==> src/rtl/clrt_pkg.sv <==
// shared types and constants for the cache lock region table
package clrt_pkg;

   localparam int ADDR_W         = 48;
   localparam int SIZE_W         = 32;
   localparam int OPCODE_W       = 2;
   localparam int STATUS_W       = 2;
   localparam int SLOT_OUT_W     = 3;
   localparam int REGION_COUNT_W = 4;
   localparam int CSR_INDEX_W    = 2;
   localparam int CSR_DATA_W     = 32;

   localparam logic [OPCODE_W-1:0] OP_LOCK    = 2'd0;
   localparam logic [OPCODE_W-1:0] OP_QUERY   = 2'd1;
   localparam logic [OPCODE_W-1:0] OP_RELEASE = 2'd2;

   localparam logic [STATUS_W-1:0] STATUS_OK      = 2'd0;
   localparam logic [STATUS_W-1:0] STATUS_INVALID = 2'd1;
   localparam logic [STATUS_W-1:0] STATUS_BUSY    = 2'd2;

   localparam logic [CSR_INDEX_W-1:0] CSR_REGION_COUNT    = 2'd0;
   localparam logic [CSR_INDEX_W-1:0] CSR_LOCK_BUDGET     = 2'd1;
   localparam logic [CSR_INDEX_W-1:0] CSR_MIN_REGION_SIZE = 2'd2;

   localparam logic [REGION_COUNT_W-1:0] REGION_COUNT_RESET    = 4'd8;
   localparam logic [SIZE_W-1:0]         LOCK_BUDGET_RESET     = 32'd0;
   localparam logic [SIZE_W-1:0]         MIN_REGION_SIZE_RESET = 32'd64;

   typedef enum logic [2:0] {
      ST_IDLE,
      ST_CHECK,
      ST_MOD,
      ST_BUDGET,
      ST_FREE,
      ST_RD,
      ST_CMP
   } state_type;

endpackage

==> src/rtl/clrt_ram.sv <==
// generic single-port-write ram with registered read
module clrt_ram #(
   parameter int WIDTH = 80,
   parameter int DEPTH = 8
) (
   input  logic                                      clock,
   input  logic                                      we,
   input  logic [(DEPTH > 1 ? $clog2(DEPTH) : 1)-1:0] waddr,
   input  logic [WIDTH-1:0]                          wdata,
   input  logic                                      re,
   input  logic [(DEPTH > 1 ? $clog2(DEPTH) : 1)-1:0] raddr,
   output logic [WIDTH-1:0]                          rdata
);

   logic [WIDTH-1:0] mem_ff [DEPTH];
   logic [WIDTH-1:0] rdata_ff;

   always_ff @(posedge clock) begin
      if (we) begin
         mem_ff[waddr] <= wdata;
      end
      if (re) begin
         rdata_ff <= mem_ff[raddr];
      end
   end

   assign rdata = rdata_ff;

endmodule

==> src/rtl/clrt_mod_unit.sv <==
// bit-serial remainder unit, tells whether the address is a multiple of the size
module clrt_mod_unit (
   input  logic                        clock,
   input  logic                        reset,
   input  logic                        start,
   input  logic [clrt_pkg::ADDR_W-1:0] dividend,
   input  logic [clrt_pkg::SIZE_W-1:0] divisor,
   output logic                        done,
   output logic                        rem_zero
);
   import clrt_pkg::*;

   localparam int CntW = $clog2(ADDR_W + 1);

   logic              run_ff, run_in;
   logic              done_ff, done_in;
   logic [CntW-1:0]   cnt_ff, cnt_in;
   logic [ADDR_W-1:0] dvd_ff, dvd_in;
   logic [SIZE_W-1:0] div_ff, div_in;
   logic [SIZE_W-1:0] rem_ff, rem_in;
   logic [SIZE_W:0]   shifted;
   logic [SIZE_W:0]   diff;

   always_comb begin
      shifted = {rem_ff, dvd_ff[ADDR_W-1]};
      diff    = shifted - {1'b0, div_ff};
      run_in  = run_ff;
      done_in = 1'b0;
      cnt_in  = cnt_ff;
      dvd_in  = dvd_ff;
      div_in  = div_ff;
      rem_in  = rem_ff;
      if (start) begin
         run_in = 1'b1;
         cnt_in = '0;
         dvd_in = dividend;
         div_in = divisor;
         rem_in = '0;
      end else if (run_ff) begin
         dvd_in = {dvd_ff[ADDR_W-2:0], 1'b0};
         // borrow set means the shifted remainder is below the divisor
         rem_in = diff[SIZE_W] ? shifted[SIZE_W-1:0] : diff[SIZE_W-1:0];
         cnt_in = cnt_ff + CntW'(1);
         if (cnt_ff == CntW'(ADDR_W - 1)) begin
            run_in  = 1'b0;
            done_in = 1'b1;
         end
      end
   end

   always_ff @(posedge clock) begin
      if (reset) begin
         run_ff  <= 1'b0;
         done_ff <= 1'b0;
      end else begin
         run_ff  <= run_in;
         done_ff <= done_in;
      end
      cnt_ff <= cnt_in;
      dvd_ff <= dvd_in;
      div_ff <= div_in;
      rem_ff <= rem_in;
   end

   assign done     = done_ff;
   assign rem_zero = (rem_ff == '0);

endmodule

==> src/rtl/cache_lock_region_table_core.sv <==
// cache lock region table: lock, query and release of cache lock regions
// lock: request check, a serial modulo when region_count is 1, budget check, then a free slot scan
// query and release: a scan of the active slots, one registered ram read and one compare per slot
// a new request is accepted only while idle; busy is high from acceptance until the result strobe
// synchronous reset clears the state machine, valid bits, total and result strobe, and loads the csr reset values
// entry ram holds no reset; entry contents are only used behind their valid bits
module cache_lock_region_table_core #(
   parameter int MAX_REGIONS = 8
) (
   input  logic                                clock,
   input  logic                                reset,
   input  logic                                start,
   output logic                                busy,
   input  logic [clrt_pkg::OPCODE_W-1:0]       req_opcode,
   input  logic [clrt_pkg::ADDR_W-1:0]         req_address,
   input  logic [clrt_pkg::SIZE_W-1:0]         req_region_size,
   output logic                                rsp_valid,
   output logic [clrt_pkg::STATUS_W-1:0]       rsp_status,
   output logic [clrt_pkg::SLOT_OUT_W-1:0]     rsp_slot,
   output logic [clrt_pkg::SIZE_W-1:0]         rsp_locked_bytes,
   input  logic                                csr_we,
   input  logic [clrt_pkg::CSR_INDEX_W-1:0]    csr_index,
   input  logic [clrt_pkg::CSR_DATA_W-1:0]     csr_wdata
);
   import clrt_pkg::*;

   localparam int SlotW  = MAX_REGIONS > 1 ? $clog2(MAX_REGIONS) : 1;
   localparam int IdxW   = $clog2(MAX_REGIONS + 1);
   localparam int CmpW   = IdxW > REGION_COUNT_W ? IdxW : REGION_COUNT_W;
   localparam int EntryW = ADDR_W + SIZE_W;

   state_type                 state_ff, state_in;
   logic [REGION_COUNT_W-1:0] region_count_ff;
   logic [SIZE_W-1:0]         lock_budget_ff;
   logic [SIZE_W-1:0]         min_region_size_ff;
   logic [OPCODE_W-1:0]       op_ff;
   logic [ADDR_W-1:0]         addr_ff;
   logic [SIZE_W-1:0]         size_ff;
   logic [IdxW-1:0]           idx_ff;
   logic [MAX_REGIONS-1:0]    valid_ff;
   logic [SIZE_W-1:0]         total_ff, total_in;
   logic                      rsp_valid_ff;
   logic [STATUS_W-1:0]       rsp_status_ff;
   logic [SLOT_OUT_W-1:0]     rsp_slot_ff;

   logic                  accept;
   logic [CmpW-1:0]       count_ext;
   logic [CmpW-1:0]       active_n;
   logic                  idx_end;
   logic [SlotW-1:0]      idx_slot;
   logic                  cur_valid;
   logic                  size_bad;
   logic                  one_region;
   logic                  over_budget;
   logic                  hit;
   logic [EntryW-1:0]     ram_rdata;
   logic [ADDR_W-1:0]     rd_addr;
   logic [SIZE_W-1:0]     rd_size;
   logic                  mod_done;
   logic                  mod_rem_zero;

   logic                  done;
   logic [STATUS_W-1:0]   done_status;
   logic [SLOT_OUT_W-1:0] done_slot;
   logic                  ram_we;
   logic                  ram_re;
   logic                  idx_inc;
   logic                  valid_set;
   logic                  valid_clr;
   logic                  mod_start;

   assign accept     = start && (state_ff == ST_IDLE);
   assign count_ext  = CmpW'(region_count_ff);
   assign active_n   = (count_ext > CmpW'(MAX_REGIONS)) ? CmpW'(MAX_REGIONS) : count_ext;
   assign idx_end    = (CmpW'(idx_ff) >= active_n);
   assign idx_slot   = idx_ff[SlotW-1:0];
   assign cur_valid  = valid_ff[idx_slot];
   assign size_bad   = (size_ff < min_region_size_ff);
   assign one_region = (region_count_ff == REGION_COUNT_W'(1));
   assign over_budget = ({1'b0, size_ff} + {1'b0, total_ff}) > {1'b0, lock_budget_ff};
   assign rd_addr    = ram_rdata[EntryW-1:SIZE_W];
   assign rd_size    = ram_rdata[SIZE_W-1:0];
   assign hit        = cur_valid && (rd_addr == addr_ff);

   clrt_ram #(
      .WIDTH(EntryW),
      .DEPTH(MAX_REGIONS)
   ) u_entry_ram (
      .clock(clock),
      .we   (ram_we),
      .waddr(idx_slot),
      .wdata({addr_ff, size_ff}),
      .re   (ram_re),
      .raddr(idx_slot),
      .rdata(ram_rdata)
   );

   clrt_mod_unit u_mod (
      .clock   (clock),
      .reset   (reset),
      .start   (mod_start),
      .dividend(addr_ff),
      .divisor (size_ff),
      .done    (mod_done),
      .rem_zero(mod_rem_zero)
   );

   always_comb begin
      state_in = state_ff;
      unique case (state_ff)
         ST_IDLE: begin
            if (start) begin
               state_in = ST_CHECK;
            end
         end
         ST_CHECK: begin
            priority if (op_ff == OP_LOCK) begin
               priority if (size_bad) begin
                  state_in = ST_IDLE;
               end else if (one_region && (size_ff != '0)) begin
                  state_in = ST_MOD;
               end else if (one_region) begin
                  state_in = ST_IDLE;
               end else begin
                  state_in = ST_BUDGET;
               end
            end else if ((op_ff == OP_QUERY) || (op_ff == OP_RELEASE)) begin
               state_in = ST_RD;
            end else begin
               state_in = ST_IDLE;
            end
         end
         ST_MOD: begin
            if (mod_done) begin
               state_in = mod_rem_zero ? ST_BUDGET : ST_IDLE;
            end
         end
         ST_BUDGET: begin
            state_in = over_budget ? ST_IDLE : ST_FREE;
         end
         ST_FREE: begin
            if (idx_end || !cur_valid) begin
               state_in = ST_IDLE;
            end
         end
         ST_RD: begin
            state_in = idx_end ? ST_IDLE : ST_CMP;
         end
         ST_CMP: begin
            state_in = hit ? ST_IDLE : ST_RD;
         end
         default: begin
            state_in = ST_IDLE;
         end
      endcase
   end

   always_comb begin
      done        = 1'b0;
      done_status = STATUS_INVALID;
      done_slot   = '0;
      ram_we      = 1'b0;
      ram_re      = 1'b0;
      idx_inc     = 1'b0;
      valid_set   = 1'b0;
      valid_clr   = 1'b0;
      mod_start   = 1'b0;
      total_in    = total_ff;
      unique case (state_ff)
         ST_IDLE: begin
         end
         ST_CHECK: begin
            if (op_ff == OP_LOCK) begin
               priority if (size_bad) begin
                  done = 1'b1;
               end else if (one_region && (size_ff != '0)) begin
                  mod_start = 1'b1;
               end else if (one_region) begin
                  done = 1'b1;
               end else begin
               end
            end else if ((op_ff != OP_QUERY) && (op_ff != OP_RELEASE)) begin
               done = 1'b1;
            end
         end
         ST_MOD: begin
            if (mod_done && !mod_rem_zero) begin
               done = 1'b1;
            end
         end
         ST_BUDGET: begin
            if (over_budget) begin
               done        = 1'b1;
               done_status = STATUS_BUSY;
            end
         end
         ST_FREE: begin
            priority if (idx_end) begin
               done        = 1'b1;
               done_status = STATUS_BUSY;
            end else if (!cur_valid) begin
               done        = 1'b1;
               done_status = STATUS_OK;
               done_slot   = SLOT_OUT_W'(idx_ff);
               ram_we      = 1'b1;
               valid_set   = 1'b1;
               total_in    = total_ff + size_ff;
            end else begin
               idx_inc = 1'b1;
            end
         end
         ST_RD: begin
            if (idx_end) begin
               done = 1'b1;
            end else begin
               ram_re = 1'b1;
            end
         end
         ST_CMP: begin
            if (hit) begin
               done        = 1'b1;
               done_status = STATUS_OK;
               done_slot   = SLOT_OUT_W'(idx_ff);
               if (op_ff == OP_RELEASE) begin
                  valid_clr = 1'b1;
                  total_in  = total_ff - rd_size;
               end
            end else begin
               idx_inc = 1'b1;
            end
         end
         default: begin
         end
      endcase
   end

   always_ff @(posedge clock) begin
      if (reset) begin
         state_ff           <= ST_IDLE;
         region_count_ff    <= REGION_COUNT_RESET;
         lock_budget_ff     <= LOCK_BUDGET_RESET;
         min_region_size_ff <= MIN_REGION_SIZE_RESET;
         valid_ff           <= '0;
         total_ff           <= '0;
         rsp_valid_ff       <= 1'b0;
      end else begin
         state_ff     <= state_in;
         total_ff     <= total_in;
         rsp_valid_ff <= done;
         if (valid_set) begin
            valid_ff[idx_slot] <= 1'b1;
         end
         if (valid_clr) begin
            valid_ff[idx_slot] <= 1'b0;
         end
         if (csr_we) begin
            unique case (csr_index)
               CSR_REGION_COUNT:    region_count_ff    <= csr_wdata[REGION_COUNT_W-1:0];
               CSR_LOCK_BUDGET:     lock_budget_ff     <= csr_wdata[SIZE_W-1:0];
               CSR_MIN_REGION_SIZE: min_region_size_ff <= csr_wdata[SIZE_W-1:0];
               default: begin
               end
            endcase
         end
      end
      if (accept) begin
         op_ff   <= req_opcode;
         addr_ff <= req_address;
         size_ff <= req_region_size;
         idx_ff  <= '0;
      end else if (idx_inc) begin
         idx_ff <= idx_ff + IdxW'(1);
      end
      if (done) begin
         rsp_status_ff <= done_status;
         rsp_slot_ff   <= done_slot;
      end
   end

   assign busy             = (state_ff != ST_IDLE);
   assign rsp_valid        = rsp_valid_ff;
   assign rsp_status       = rsp_status_ff;
   assign rsp_slot         = rsp_slot_ff;
   assign rsp_locked_bytes = total_ff;

endmodule

==> config.mk <==
export PLATFORM = sky130hd
export DESIGN_NAME = cache_lock_region_table_core
export DESIGN_NICKNAME = d
export VERILOG_FILES = /design/src/rtl/clrt_pkg.sv /design/src/rtl/clrt_ram.sv /design/src/rtl/clrt_mod_unit.sv /design/src/rtl/cache_lock_region_table_core.sv
export SDC_FILE = /design/constraint.sdc
export NUM_CORES = 1
export LEC_CHECK = 0
export ABC_AREA = 1
export BUFFER_PORTS_ARGS = -buffer_cell sky130_fd_sc_hd__buf_2
export CAP_MARGIN = 25
export CELL_PAD_IN_SITES_DETAIL_PLACEMENT = 1
export CELL_PAD_IN_SITES_GLOBAL_PLACEMENT = 2
export CORE_MARGIN = 2
export CORE_UTILIZATION = 30
export CTS_BUF_LIST = sky130_fd_sc_hd__clkbuf_4
export DETAILED_ROUTE_END_ITERATION = 6
export GPL_TIMING_DRIVEN = 0
export PLACE_DENSITY_LB_ADDON = 0.1
export SYNTH_ARGS = -nofsm -noshare
export SYNTH_HDL_FRONTEND = slang
export SYNTH_SLANG_ARGS = --single-unit
==> constraint.sdc <==
create_clock -name clock -period 22.3 [get_ports clock]
set_input_delay 1.115 -clock clock [delete_from_list [all_inputs] [get_ports clock]]
set_output_delay 1.115 -clock clock [all_outputs]
set_load 0.1 [all_outputs]
# --- Word level (Yosys, flattened, before mapping) ---
# Memory sizes are Yosys's and may differ from the RTL's. A register that Yosys moved wholly into a read port is not among the register bits.
# Index checks and enable logic that the tools add are counted.
word_totals:
  regBits: 323
  latch_bits: 0
  ram_bits: 640
  mem_bits_ro: 0
  input_bits: 120
  word_cells: 153
  mem_count: 1
memory_table:
  columns: ["memory", "depth", "width", "read_ports", "rd_clocked_by_memory_dff", "write_ports", "line_no", "rtl"]
  rows:
  - ["u_entry_ram.mem_ff", 8, 80, 1, 1, 1, "clrt_ram.sv:15", "logic [WIDTH-1:0] mem_ff [DEPTH];"]
classes:
  n_addsub: 6
  n_mul: 0
  div_mod_pow: 0
  n_lt_le_gt_ge: 6
  eq_ne: 22
  shifts: 0
  n_mux: 71
  n_bitwise: 4
  reduce_logical: 24
op_table:
  columns: ["op", "n"]
  rows:
  - ["$mux 32", 5]
  - ["$mux 48", 2]
  - ["$pmux 32 s2", 1]
  - ["$eq 48x48->1", 1]
  - ["$mux 1", 35]
  - ["$add 32x32->33", 1]
  - ["$gt 33x32->1", 1]
  - ["$mux 3", 11]
  - ["$sub 33x32->33", 1]
  - ["$add 32x32->32", 1]
  - ["$logic_not 32->1", 1]
  - ["$lt 32x32->1", 1]
  - ["$reduce_bool 32->1", 1]
  - ["$sub 32x32->32", 1]
  - ["$mux 8", 3]
  - ["$pmux 3 s7", 1]
  - ["$ne 2x2->1 const B", 7]
  - ["$mux 2", 6]
  - ["$eq 3x3->1 const B", 3]
  - ["$and 8x8->8", 1]
  - ["$not 8->8", 1]
  - ["$or 8x8->8", 1]
  - ["$add 6x1->6 const B", 1]
  - ["$eq 3x2->1 const B", 2]
  - ["30 further kinds", 44]

# --- Depth between registers and ports, before layout ---
# Gate-level depths: netlist of the first run.
depth:
  word_depth: 9
  depth_mapped: 26
  depth_no_buf: 26

# --- Hierarchy ---
# From an unflattened synthesis of the first run, not the netlist that was laid out.
unflattened:
  hier_cells: 5792
  area_unflattened_um2: 51906.0
modules_own_cells:
  columns: ["module", "instances", "cells_each", "area_per_inst_um2", "seq_area_each_um2"]
  rows:
  - ["clrt_ram", 1, 2863, 30312.8, 21620.7]
  - ["cache_lock_region_table_core", 1, 1818, 13897.1, 4934.7]
  - ["clrt_mod_unit", 1, 1111, 7696.1, 3203.1]

# --- Worst setup path before layout of the first run ---
# No wires, ideal clock.
synth_timing:
  path_kind: "flip-flop to flip-flop"
  start: "register region_count_ff[1] (netlist: count_ext[1])"
  end: "register u_entry_ram.rdata_ff[0] (netlist: u_entry_ram.rdata[0]), read port of u_entry_ram.mem_ff, enable pin"
  setup_ns: 0.622
  arrival_ns: 6.870
  path_slack_ns: 14.808
  path_stages_with_launch: 11
  path_buffers: 0
  period_less_slack_ns: 7.492
  cell_sequence: "dfxtp_1 nor3_1 o21ai_0 ha_1 inv_1 nor2_1 o21ai_0 nand2_1 a31oi_1 inv_1 nor3_1"
synth_via:
  elab_chain_cells: 5
synth_lines:
  columns: ["item", "line_no", "rtl"]
  rows:
  - ["from (decl)", "cache_lock_region_table_core.sv:33", "logic [REGION_COUNT_W-1:0] region_count_ff;"]
  - ["from (signal assigned)", "cache_lock_region_table_core.sv:258", "CSR_REGION_COUNT: region_count_ff <= csr_wdata[REGION_COUNT_W-1:0];"]
  - ["$gt 4x4->1", "cache_lock_region_table_core.sv:74", "assign active_n = (count_ext > CmpW'(MAX_REGIONS)) ? CmpW'(MAX_REGIONS) : count_ext;"]
  - ["$mux 4 *", "cache_lock_region_table_core.sv:74", null]
  - ["$ge 4x4->1 *", "cache_lock_region_table_core.sv:75", "assign idx_end = (CmpW'(idx_ff) >= active_n);"]
  - ["$mux 1 *", "cache_lock_region_table_core.sv:213", "if (idx_end) begin"]
  - ["$mux 1 *", "cache_lock_region_table_core.sv:169", "unique case (state_ff)"]
  - ["net ram_re", "cache_lock_region_table_core.sv:66", "logic ram_re;"]
  - ["to (decl)", "clrt_ram.sv:16", "logic [WIDTH-1:0] rdata_ff;"]
# The timed path passes the listed nets; every way through them passes the cells marked *.
# A chain may end at the register's enable or synchronous reset.

# --- Worst setup path after layout of the first run ---
layout_timing:
  start: "register size_ff[0]"
  end: "register rsp_status_ff[0] (netlist: rsp_status[0]), enable pin"
layout_via:
  elab_chain_cells: 6
layout_lines:
  columns: ["item", "line_no", "rtl"]
  rows:
  - ["from (decl)", "cache_lock_region_table_core.sv:38", "logic [SIZE_W-1:0] size_ff;"]
  - ["from (signal assigned)", "cache_lock_region_table_core.sv:269", "size_ff <= req_region_size;"]
  - ["branches (longest 5 deep; another with $add 32x32->33)", null, null]
  - ["$pmux 1 s6 *", "cache_lock_region_table_core.sv:169", null]
  - ["net done", "cache_lock_region_table_core.sv:62", "logic done;"]
  - ["to (signal assigned)", "cache_lock_region_table_core.sv:275", "rsp_status_ff <= done_status;"]
  - ["to (decl)", "cache_lock_region_table_core.sv:43", "logic [STATUS_W-1:0] rsp_status_ff;"]
# Mark *: on every way through the listed nets, which the timed path passes.

==> flow_metrics.tcl, run 1 <==
set metrics [dict create \
    status "finished, final reports clean" \
    final_util_pct 36.6 \
    p_sw_share_pct 32.3 \
    grt_pass1_wl_um 249000 \
    coreArea_um2 152000 \
    routed_wl_um 175000 \
    p_seq_share_pct 45.8 \
    area_growth_pct 21.3 \
    gp_congestion 0.816 \
    postRouteAntennaNets 0 \
    cts_tree "yes" \
    worstPathRequired_ps 23140 \
    root_buffer "clkbuf_4" \
    setup_viol 0 \
    path_clk_slew_ps 70 \
    synth_async_sr_flop_share_pct 0 \
    dp_hpwl_um 129000 \
    seq_area_frac_synth_pct 64.9 \
    grtUsageTotal_pct 22.2 \
    antenna_found_initial 13 \
    syn-num-nets 4267 \
    cts_max_level 5 \
    rrSetupSlack_ps 16270 \
    synth_flop_cell "edfxtp_1" \
    power_density_nw_per_um2 97.2 \
    crit_type "register to register" \
    drt_iter0_markers 2356 \
    avgViaCountPerCell 4.92 \
    tns_ps 0 \
    crit_arrival_ps 6870 \
    start_util_pct 30.2 \
    rsz0062_at_grt "no" \
    max_stage_delay_ps 860 \
    fmax_mhz 166 \
    cp-start-kind "register" \
    drcViolationCount 0 \
    first_global_vias 34961 \
    vias 33822 \
    layout-drive-gt1-share_pct 17.3 \
    synth-warning-count 0 \
    wire_per_inst_um 25.5 \
    finalInstanceArea_um2 55600 \
    synth_cells 3977 \
    place_ws_ps 16260 \
    cap_violations 0 \
    intPower_uw 3660 \
    chipHeight_um 395 \
    ys_ff_latch 1043 \
    core.rowCount 143 \
    clockBufferDepth 4 \
    grt-ovfl-total 0 \
    crit_slowest_cell "edfxtp_1" \
    tightest_slew_ps 1140 \
    drt_pre_antenna_iters 5 \
    grt_max_degree 36 \
    crit_path_end_kind "register" \
    maxSlewHeadroom_pct 23.8 \
    die_area_um2 156000 \
    p_comb_share_pct 19.0 \
    design.portCount 159 \
    cp_max_fo 12 \
    switchingPower_uw 1750 \
    clkPwrFrac_pct 35.2 \
    dpl_cell_area_um2 50700 \
    leakagePower_uw 0.0213 \
    cp_common_cell "nand2_1" \
    postSynthAreaPerCell_um2 11.5 \
    layout_common_cells "edfxtp_1, nand2_1, clkbuf_4" \
    fin_crit_sh_pct 27.1 \
    hold_viol_final 0 \
    finClkSkew_ps 114 \
    clk_latency_ps 1230 \
    irDropWorstVdd_mv 0.0521 \
    final_common_cell "edfxtp_1" \
    fin_nets 4899 \
    die_width_um 395 \
    port-buffer-count 158 \
    synthDistinctLibCells 57 \
    path_cells "ha_1 > inv_1 > fa_1 > nand3b_1 > nand2_1 > nand2_1 > nand2_1 > nand2_1 > nand2_1 > a21oi_1 > o21ai_0 > a21oi_1 > o21ai_0 > xor2_1 > ha_1 > a21oi_1 > nor2_1 > a211oi_1 > nor2_1 > nor2_1 > nand3_1 > nand3_1 > nand2_1" \
    cts_buffers 318 \
    netlist_area_um2 45800 \
    postLayoutSetupSlackWorst_ps 16270 \
    synth_edf_count 887 \
    drv_slew 0 \
    fin_crit_ps 6030 \
    clock_sinks 1043 \
    hold_path.class "primary input to register" \
]
-- worst max-delay path: cells and delay by family, from the launching register on --
family / cells / cell delay [ps]
AND/OR/NAND/NOR: 12 / 1880
adder cells (fa/ha/maj): 3 / 1060
buffers and inverters: 1 / 70
XOR/XNOR: 1 / 330
AO/OA/AOI/OAI: 6 / 1430
flip-flops: 1 / 860
-- through the flow --
step,hold WS (ps),cells,total power (uW)
after floorplan,424,3977,3040
after global placement,437,6165,3490
after detailed placement,450,6236,3530
after CTS,10.7,6860,5480
after global routing,44.4,6868,5680
final,149,6871,5410
-- sequential cells by signal (all words and copies together), names as in the netlist, 2 cells and up, named ones only --
name,cells
u_entry_ram.mem_ff,640
rsp_status,2
u_mod.dvd_ff,48
u_mod.cnt_ff,6
rsp_locked_bytes,32
rsp_slot,3
addr_ff,48
u_entry_ram.rdata,80
idx_ff,4
lock_budget_ff,32
u_mod.div_ff,32
size_ff,32
state_ff,3
op_ff,2
count_ext,4
u_mod.rem_ff,32
valid_ff,7
min_region_size_ff,32
-- kinds of logic after synthesis --
family	count (synthesis)	synth area share (%)
AOI/OAI and AO/OA	872	11.7
xor gates and xnor gates	129	2.46
adders and majority gates	170	4.69
buffers and inverters	516	4.43
DFF	1043	64.9
muxes	1	0.0218
and+or+nand+nor	1246	11.8
-- path summary, 6_finish.rpt --
check / startpoint / to / cells after the start
max: size_ff[0]$_DFFE_PP_ / rsp_status[0]$_DFFE_PP_ / 23
max reg2reg: size_ff[0]$_DFFE_PP_ / rsp_status[0]$_DFFE_PP_ / 23
min reg2reg: min_region_size_ff[0]$_SDFFE_PP0P_ / min_region_size_ff[0]$_SDFFE_PP0P_ / 2
min: req_address[3] / addr_ff[3]$_DFFE_PP_ / 1
-- Yosys cell counts, types with 6 or more instances --
master	number	area (um2)
buf_4	11	82.6
nand3_1	161	806
o21ai_0	259	1300
o21ai_1	16	80.1
nand4_1	94	588
dfxtp_1	156	3120
a22o_1	58	508
buf_1	13	48.8
o21bai_1	7	52.6
a221oi_1	67	587
a21oi_1	269	1350
xor2_1	63	552
buf_2	15	75.1
nor3_1	27	135
clkbuf_1	90	338
o22ai_1	6	37.5
a21o_1	15	113
a31oi_1	18	113
o211ai_1	7	52.6
inv_1	371	1390
xnor2_1	66	578
inv_2	7	26.3
o221a_2	8	90.1
nor2_1	203	762
nand2_1	685	2570
a22oi_1	118	886
or2_2	30	188
ha_1	167	2090
nor4_1	23	144
edfxtp_1	887	26600
-- power by group through the flow --
stage	registers [uW]	logic [uW]	clock network, uW
floorplan	2520	522	0
global placement	2590	907	0
detailed placement	2540	997	0
CTS	2500	1010	1970
global route	2490	1130	2070
finish	2480	1030	1900
-- area by class of cell --
type                       count  area, um2
clock buffer                 483       3630
buffer                       133        589
tap                         2030       2540
multi-input combinational   2418      14100
sequential                  1043      29800
timing repair buffer         312       3130
fill                       16793      96300
clock inverter                62        393
antenna                        7       17.5
inverter                     383       1440
-- layer usage --
| layer | up-vias | track usage, % | share of wire [%] |
|---|---|---|---|
| met5 | - | 0 | 0 |
| met4 | 0 | 7.47 | 2.8 |
| met1 | 16895 | 29.7 | 45 |
| met3 | 281 | 3.93 | 4.5 |
| li1 | 15851 | - | - |
| met2 | 795 | 36.4 | 47 |
-- repair_timing --
item	in CTS	in global routing
endpoints found under the hold margin	79	0
resized for setup	0	0
setup buffers	0	0
hold buffers	79	0
No activity file was read; power rests on OpenSTA's default activity.
==> run 2: changes to the inputs <==
Settings changed: ABC_AREA 1 to 0.
Clock period 22.3 ns to 5.6 ns, I/O delays scaled along.
==> flow_metrics.tcl, run 2 <==
set metrics [dict create \
    status "finished with violations" \
    violations "setup timing" \
    reg2reg_from "size_ff[7]$_DFFE_PP_" \
    setup_viol 5 \
    switchingPower_uw 4950 \
    synth-xor-area-share_pct 3.20 \
    start_util_pct 30.2 \
    synthDistinctLibCells 81 \
    synth_edf_count 887 \
    rrSetupSlack_ps -40 \
    path_clk_slew_ps 60 \
    cts_max_level 5 \
    drv_slew 0 \
    dp_hpwl_um 118000 \
    avgViaCountPerCell 5.13 \
    rsz0062_at_grt "yes" \
    largest_reg_flops 640 \
    grt_pass1_wl_um 242000 \
    drt_iter0_markers 1949 \
    grt_max_degree 49 \
    finalNonFillerCells 6281 \
    clk_latency_ps 1240 \
    synth_flop_cell "edfxtp_1" \
    p_seq_share_pct 49.7 \
    grtUsageTotal_pct 22.2 \
    max_stage_delay_ps 560 \
    crit_arrival_ps 6560 \
    seq_area_frac_synth_pct 66.7 \
    finClkSkew_ps 129 \
    power_density_nw_per_um2 324 \
    hold_path.class "primary input to register" \
    chipHeight_um 390 \
    tightest_slew_ps 1140 \
    leakagePower_uw 0.0201 \
    fin_crit_ps 5640 \
    postSynthAreaPerCell_um2 13.5 \
    final_util_pct 38.2 \
    design.portCount 159 \
    yosys.area_share.simple_pct 7.79 \
    clockBufferDepth 4 \
    area_growth_pct 26.2 \
    place_ws_ps -1900 \
    gp_congestion 0.802 \
    port-buffer-count 158 \
    synthTopCellsByArea "edfxtp_1, dfxtp_1, a22oi_1, ha_1, a21oi_1" \
    hold_viol_final 0 \
    postRouteAntennaNets 0 \
    synth-warning-count 0 \
    netlist_area_um2 44600 \
    layout_common_cells "edfxtp_1, clkbuf_4, a22oi_1" \
    ys_ff_latch 1043 \
    die_width_um 390 \
    fmax_mhz 177 \
    cp-start-kind "register" \
    layout-drive-gt1-share_pct 20.1 \
    core.rowCount 141 \
    yosysMostFrequentCell "edfxtp_1" \
    antenna_found_initial 13 \
    vias 32212 \
    cts_buffers 311 \
    cp-endpoint "rsp_status[0]$_DFFE_PP_" \
    p_sw_share_pct 27.1 \
    wire_per_inst_um 27.0 \
    crit_path_end_kind "register" \
    drcViolationCount 0 \
    cp_max_fo 5 \
    cp_common_cell "a21o_1" \
    critPathLaunch "size_ff[7]$_DFFE_PP_" \
    maxSlewHeadroom_pct 24.3 \
    synth-compound-area-share_pct 12.6 \
    final_common_cell "edfxtp_1" \
    drt_pre_antenna_iters 6 \
    synth_async_sr_flop_share_pct 0 \
    muxShareOfSynthArea_pct 2.49 \
    first_global_vias 34305 \
    synth_cells 3298 \
    coreArea_um2 148000 \
    syn-num-nets 3588 \
    synth_top_family_by_area "compound AO/OA/AOI/OAI gates" \
    die_area_um2 152000 \
    path_cells "ha_4 > a21o_1 > a21oi_2 > nor2b_1 > or4_4 > o221ai_4 > a221oi_4 > a211o_4 > a2111oi_4 > nor3_2 > xnor2_1 > ha_1 > a21o_1 > a21o_1 > a21oi_2 > o211ai_1 > o2111ai_2 > a31oi_4 > o311a_1 > or2_4 > or3_4" \
    timing.rr.end "rsp_status[0]$_DFFE_PP_" \
    clkPwrFrac_pct 38.9 \
    fill_cells 15576 \
    dp.cells 5467 \
    largest-register "u_entry_ram.mem_ff" \
    postLayoutSetupSlackWorst_ps -44.9 \
    routed_wl_um 170000 \
    reg2reg_depth 21 \
    crit_type "register to register" \
    yosys-top-cells-count "edfxtp_1, a22oi_1, nand2_1" \
    power_uw 18300 \
    synth_largest_area_cell "edfxtp_1" \
    intPower_uw 13300 \
    grt-ovfl-total 0 \
    crit_slowest_cell "edfxtp_1" \
    fin_nets 4428 \
    irDropWorstVdd_mv 0.190 \
    fin_crit_sh_pct 101 \
    synthAdderAreaFrac_pct 4.81 \
    yosysTopAreaCellShare_pct 59.7 \
    cap_violations 0 \
    p_comb_share_pct 11.4 \
    clock_sinks 1043 \
    cts_tree "yes" \
    worstPathRequired_ps 6510 \
    root_buffer "clkbuf_4" \
]
[run 2: changes by cell type after synthesis, moves of 80 or more]
cell,change
inv_1,-242
o21ai_0,-148
a21oi_1,-80
nand3_1,-132
nand2_1,-455
a22oi_1,+204
[run 2: power by group through the flow]
stage               clock network, uW  registers, uW  logic (uW)
detailed placement                  0           9340        1770
finish                           7110           9070        2080
CTS                              7360           9080        2100
floorplan                           0           9240        1000
global placement                    0           9380        1630
global route                     7760           9100        2280
[run 2: final cells by class]
| class | instances | area (um2) | area share [%] |
|---|---|---|---|
| antenna | 14 | 35.0 | 0.0622 |
| buffer | 144 | 583 | 1.03 |
| clock buffer | 449 | 3370 | 5.98 |
| clock inverter | 63 | 322 | 0.571 |
| inverter | 131 | 492 | 0.873 |
| multi-input combinational | 1979 | 14100 | 25.0 |
| sequential | 1043 | 29800 | 52.8 |
| tap | 1930 | 2410 | 4.29 |
| timing repair buffer | 528 | 5270 | 9.35 |
[run 2: timing repair]
item                                    4_1_cts  5_1_grt
hold buffers                                248        0
buffers inserted                             32        7
endpoints found under the hold margin       248        0
pin swaps                                    17       10
resized for setup                            22       14
endpoints found under the setup margin       16       26
[run 2: per-stage QoR]
step	cell area (um2)	hold slack, ps	TNS, ps
global route	56300	86.0	-1860
CTS	56200	39.9	-1150
floorplan	44700	379	0
global placement	47900	444	-1829480
detailed placement	49600	453	-15920
finish	56400	175	-190
[run 2: layer usage]
metal	vias to the layer above	share of wire, %	track usage [%]	routed length [um]
li1	14587	-	-	-
met1	16456	43	28.5	73300
met2	881	50	38.5	84500
met3	288	4.4	3.35	7440
met4	0	2.6	6.89	4440
met5	-	0	0	0
[run 2: worst max-delay path: cells and delay by family, from the launching register on]
kind | cells | cell delay [ps]
xor gates and xnor gates | 1 | 210
AOI/OAI and AO/OA | 13 | 2750
adders and majority gates | 2 | 570
DFF | 1 | 560
and+or+nand+nor | 5 | 1210
[run 2: how the worst min path moves through the flow]
stage,cells past startpoint,endpoint,from
5_1_grt,4,addr_ff[44]$_DFFE_PP_,start
6_report,4,addr_ff[45]$_DFFE_PP_,start
4_1_cts,4,addr_ff[45]$_DFFE_PP_,start
3_5_place_dp,2,min_region_size_ff[16]$_SDFFE_PP0P_,min_region_size_ff[16]$_SDFFE_PP0P_
3_3_place_gp,2,min_region_size_ff[18]$_SDFFE_PP0P_,min_region_size_ff[18]$_SDFFE_PP0P_
2_1_floorplan,0,addr_ff[0]$_DFFE_PP_,req_address[0]
[run 2: kinds of logic (layout without fill, tap and decap cells)]
kind of cell,Yosys count,in the layout
AOI/OAI and AO/OA,841,841
xor gates and xnor gates,161,161
adders and majority gates,170,170
buffers and inverters,276,1315
DFF,1043,1043
muxes,105,105
other,0,14
and+or+nand+nor,702,702
==> run 3: changes to the inputs <==
==> constraint.sdc (replaced) <==
create_clock -name clock -period 5.6 [get_ports clock]
set_input_delay 0.84 -clock clock [delete_from_list [all_inputs] [get_ports clock]]
set_output_delay 0.84 -clock clock [all_outputs]
set_load 0.1 [all_outputs]
==> flow_metrics.tcl, run 3 (synthesis results as in run 2) <==
set metrics [dict create \
    status "finished with violations" \
    violations "setup timing" \
    cp-endpoint "rsp_status[0]$_DFFE_PP_" \
    core.rowCount 141 \
    fill_cells 15589 \
    hold_viol_final 0 \
    worstPathRequired_ps 6530 \
    finClkSkew_ps 127 \
    grt_pass1_wl_um 240000 \
    setup_viol 5 \
    dp_hpwl_um 118000 \
    gp_congestion 0.802 \
    largest_reg_flops 640 \
    timing.rr.end "rsp_status[0]$_DFFE_PP_" \
    hold_ws_ps 150 \
    cap_violations 0 \
    postRouteAntennaNets 0 \
    cts_buffers 311 \
    path_clk_slew_ps 60 \
    tns_ps -134 \
    port-buffer-count 158 \
    tightest_slew_ps 1100 \
    rsz0062_at_grt "yes" \
    die_area_um2 152000 \
    dp.cells 5467 \
    crit_arrival_ps 6560 \
    cts_tree "yes" \
    coreArea_um2 148000 \
    layout-drive-gt1-share_pct 20.8 \
    power_uw 18200 \
    die_width_um 390 \
    postLayoutSetupSlackWorst_ps -34.0 \
    clockBufferDepth 4 \
    grt_max_degree 49 \
    grtUsageTotal_pct 22.0 \
    power_density_nw_per_um2 331 \
    clk_latency_ps 1260 \
    drv_slew 0 \
    chipHeight_um 390 \
    fmax_mhz 177 \
    reg2reg_depth 21 \
    crit_type "register to register" \
    leakagePower_uw 0.0195 \
    finalNonFillerCells 6148 \
    rrSetupSlack_ps -30 \
    design.portCount 159 \
    routed_wl_um 169000 \
    hp-start "start" \
    wire_per_inst_um 27.4 \
    largest-register "u_entry_ram.mem_ff" \
    drt_iter0_markers 2041 \
    area_growth_pct 23.2 \
    crit_path_end_kind "register" \
    root_buffer "clkbuf_4" \
    final_common_cell "edfxtp_1" \
    drcViolationCount 0 \
    antenna_found_initial 12 \
    reg2reg_from "size_ff[7]$_DFFE_PP_" \
    fin_nets 4295 \
    final_util_pct 37.3 \
    drt_pre_antenna_iters 5 \
    cts_max_level 5 \
    cp_max_fo 5 \
    fin_crit_sh_pct 101 \
    maxSlewHeadroom_pct 26.5 \
    first_global_vias 33708 \
    cp-start-kind "register" \
    critPathLaunch "size_ff[7]$_DFFE_PP_" \
    clock_sinks 1043 \
    layout_common_cells "edfxtp_1, clkbuf_4, a22oi_1" \
    avgViaCountPerCell 5.16 \
    start_util_pct 30.2 \
    irDropWorstVdd_mv 0.241 \
    vias 31724 \
    hold_path.class "primary input to register" \
    fin_crit_ps 5630 \
    grt-ovfl-total 0 \
]
-- run 3: final cells by class --
type                            instances  area [um2]  share of cell area, %
Inverter                              131         492                  0.894
Clock buffer                          449        3370                   6.13
Multi-Input combinational cell       1979       14100                   25.6
Timing Repair Buffer                  395        3940                   7.15
Tap cell                             1930        2410                   4.39
Sequential cell                      1043       29800                   54.1
Buffer                                144         583                   1.06
Antenna cell                           14        35.0                 0.0637
Clock inverter                         63         322                  0.584
-- run 3: critical path: stages, from the launching register on --
cell and delay (ps):
edfxtp_1 540, ha_4 280, a21o_1 180, a21oi_2 110, nor2b_1 70, or4_4 430
o221ai_4 210, a221oi_4 110, a211o_4 380, a2111oi_4 330, nor3_2 90, xnor2_1 210
ha_1 280, a21o_1 160, a21o_1 180, a21oi_2 190, o211ai_1 140, o2111ai_2 250
a31oi_4 160, o311a_1 360, or2_4 250, or3_4 370
-- run 3: repair_timing --
item,CTS,global route
pin swaps,17,10
cloned,0,0
endpoints found under the setup margin,16,12
hold endpoints to repair,152,0
resized for setup,22,14
hold buffers,115,0
buffers inserted,32,7
-- run 3: per-stage QoR --
stage	cell area (um2)	worst slack, ps
after floorplan	44700	2.34
after global placement	47900	-2790
after detailed placement	49600	-1900
after CTS	54800	-198
after global routing	55000	-301
final	55000	-34.0
-- run 3: worst min-delay path by stage --
stage | endpoint | cells after the start
6_report | addr_ff[45]$_DFFE_PP_ | 3
5_1_grt | addr_ff[44]$_DFFE_PP_ | 3
2_1_floorplan | min_region_size_ff[0]$_SDFFE_PP0P_ | 2
3_3_place_gp | min_region_size_ff[18]$_SDFFE_PP0P_ | 2
3_5_place_dp | min_region_size_ff[16]$_SDFFE_PP0P_ | 2
4_1_cts | addr_ff[45]$_DFFE_PP_ | 3
-- run 3: report_power, final --
| group | internal (uW) | total (uW) | switching, uW |
|---|---|---|---|
| Clock | 3780 | 7100 | 3320 |
| Sequential | 8740 | 9070 | 333 |
| Combinational | 738 | 2010 | 1280 |
| Total | 13300 | 18200 | 4930 |
-- run 3: metal layers --
metal | routed length [um] | vias to the layer above | global-route usage [%]
met1 | 72900 | 16188 | 28.3
met5 | 0 | - | 0
li1 | - | 14324 | -
met4 | 4490 | 0 | 6.89
met3 | 7460 | 304 | 3.37
met2 | 83700 | 908 | 38.1
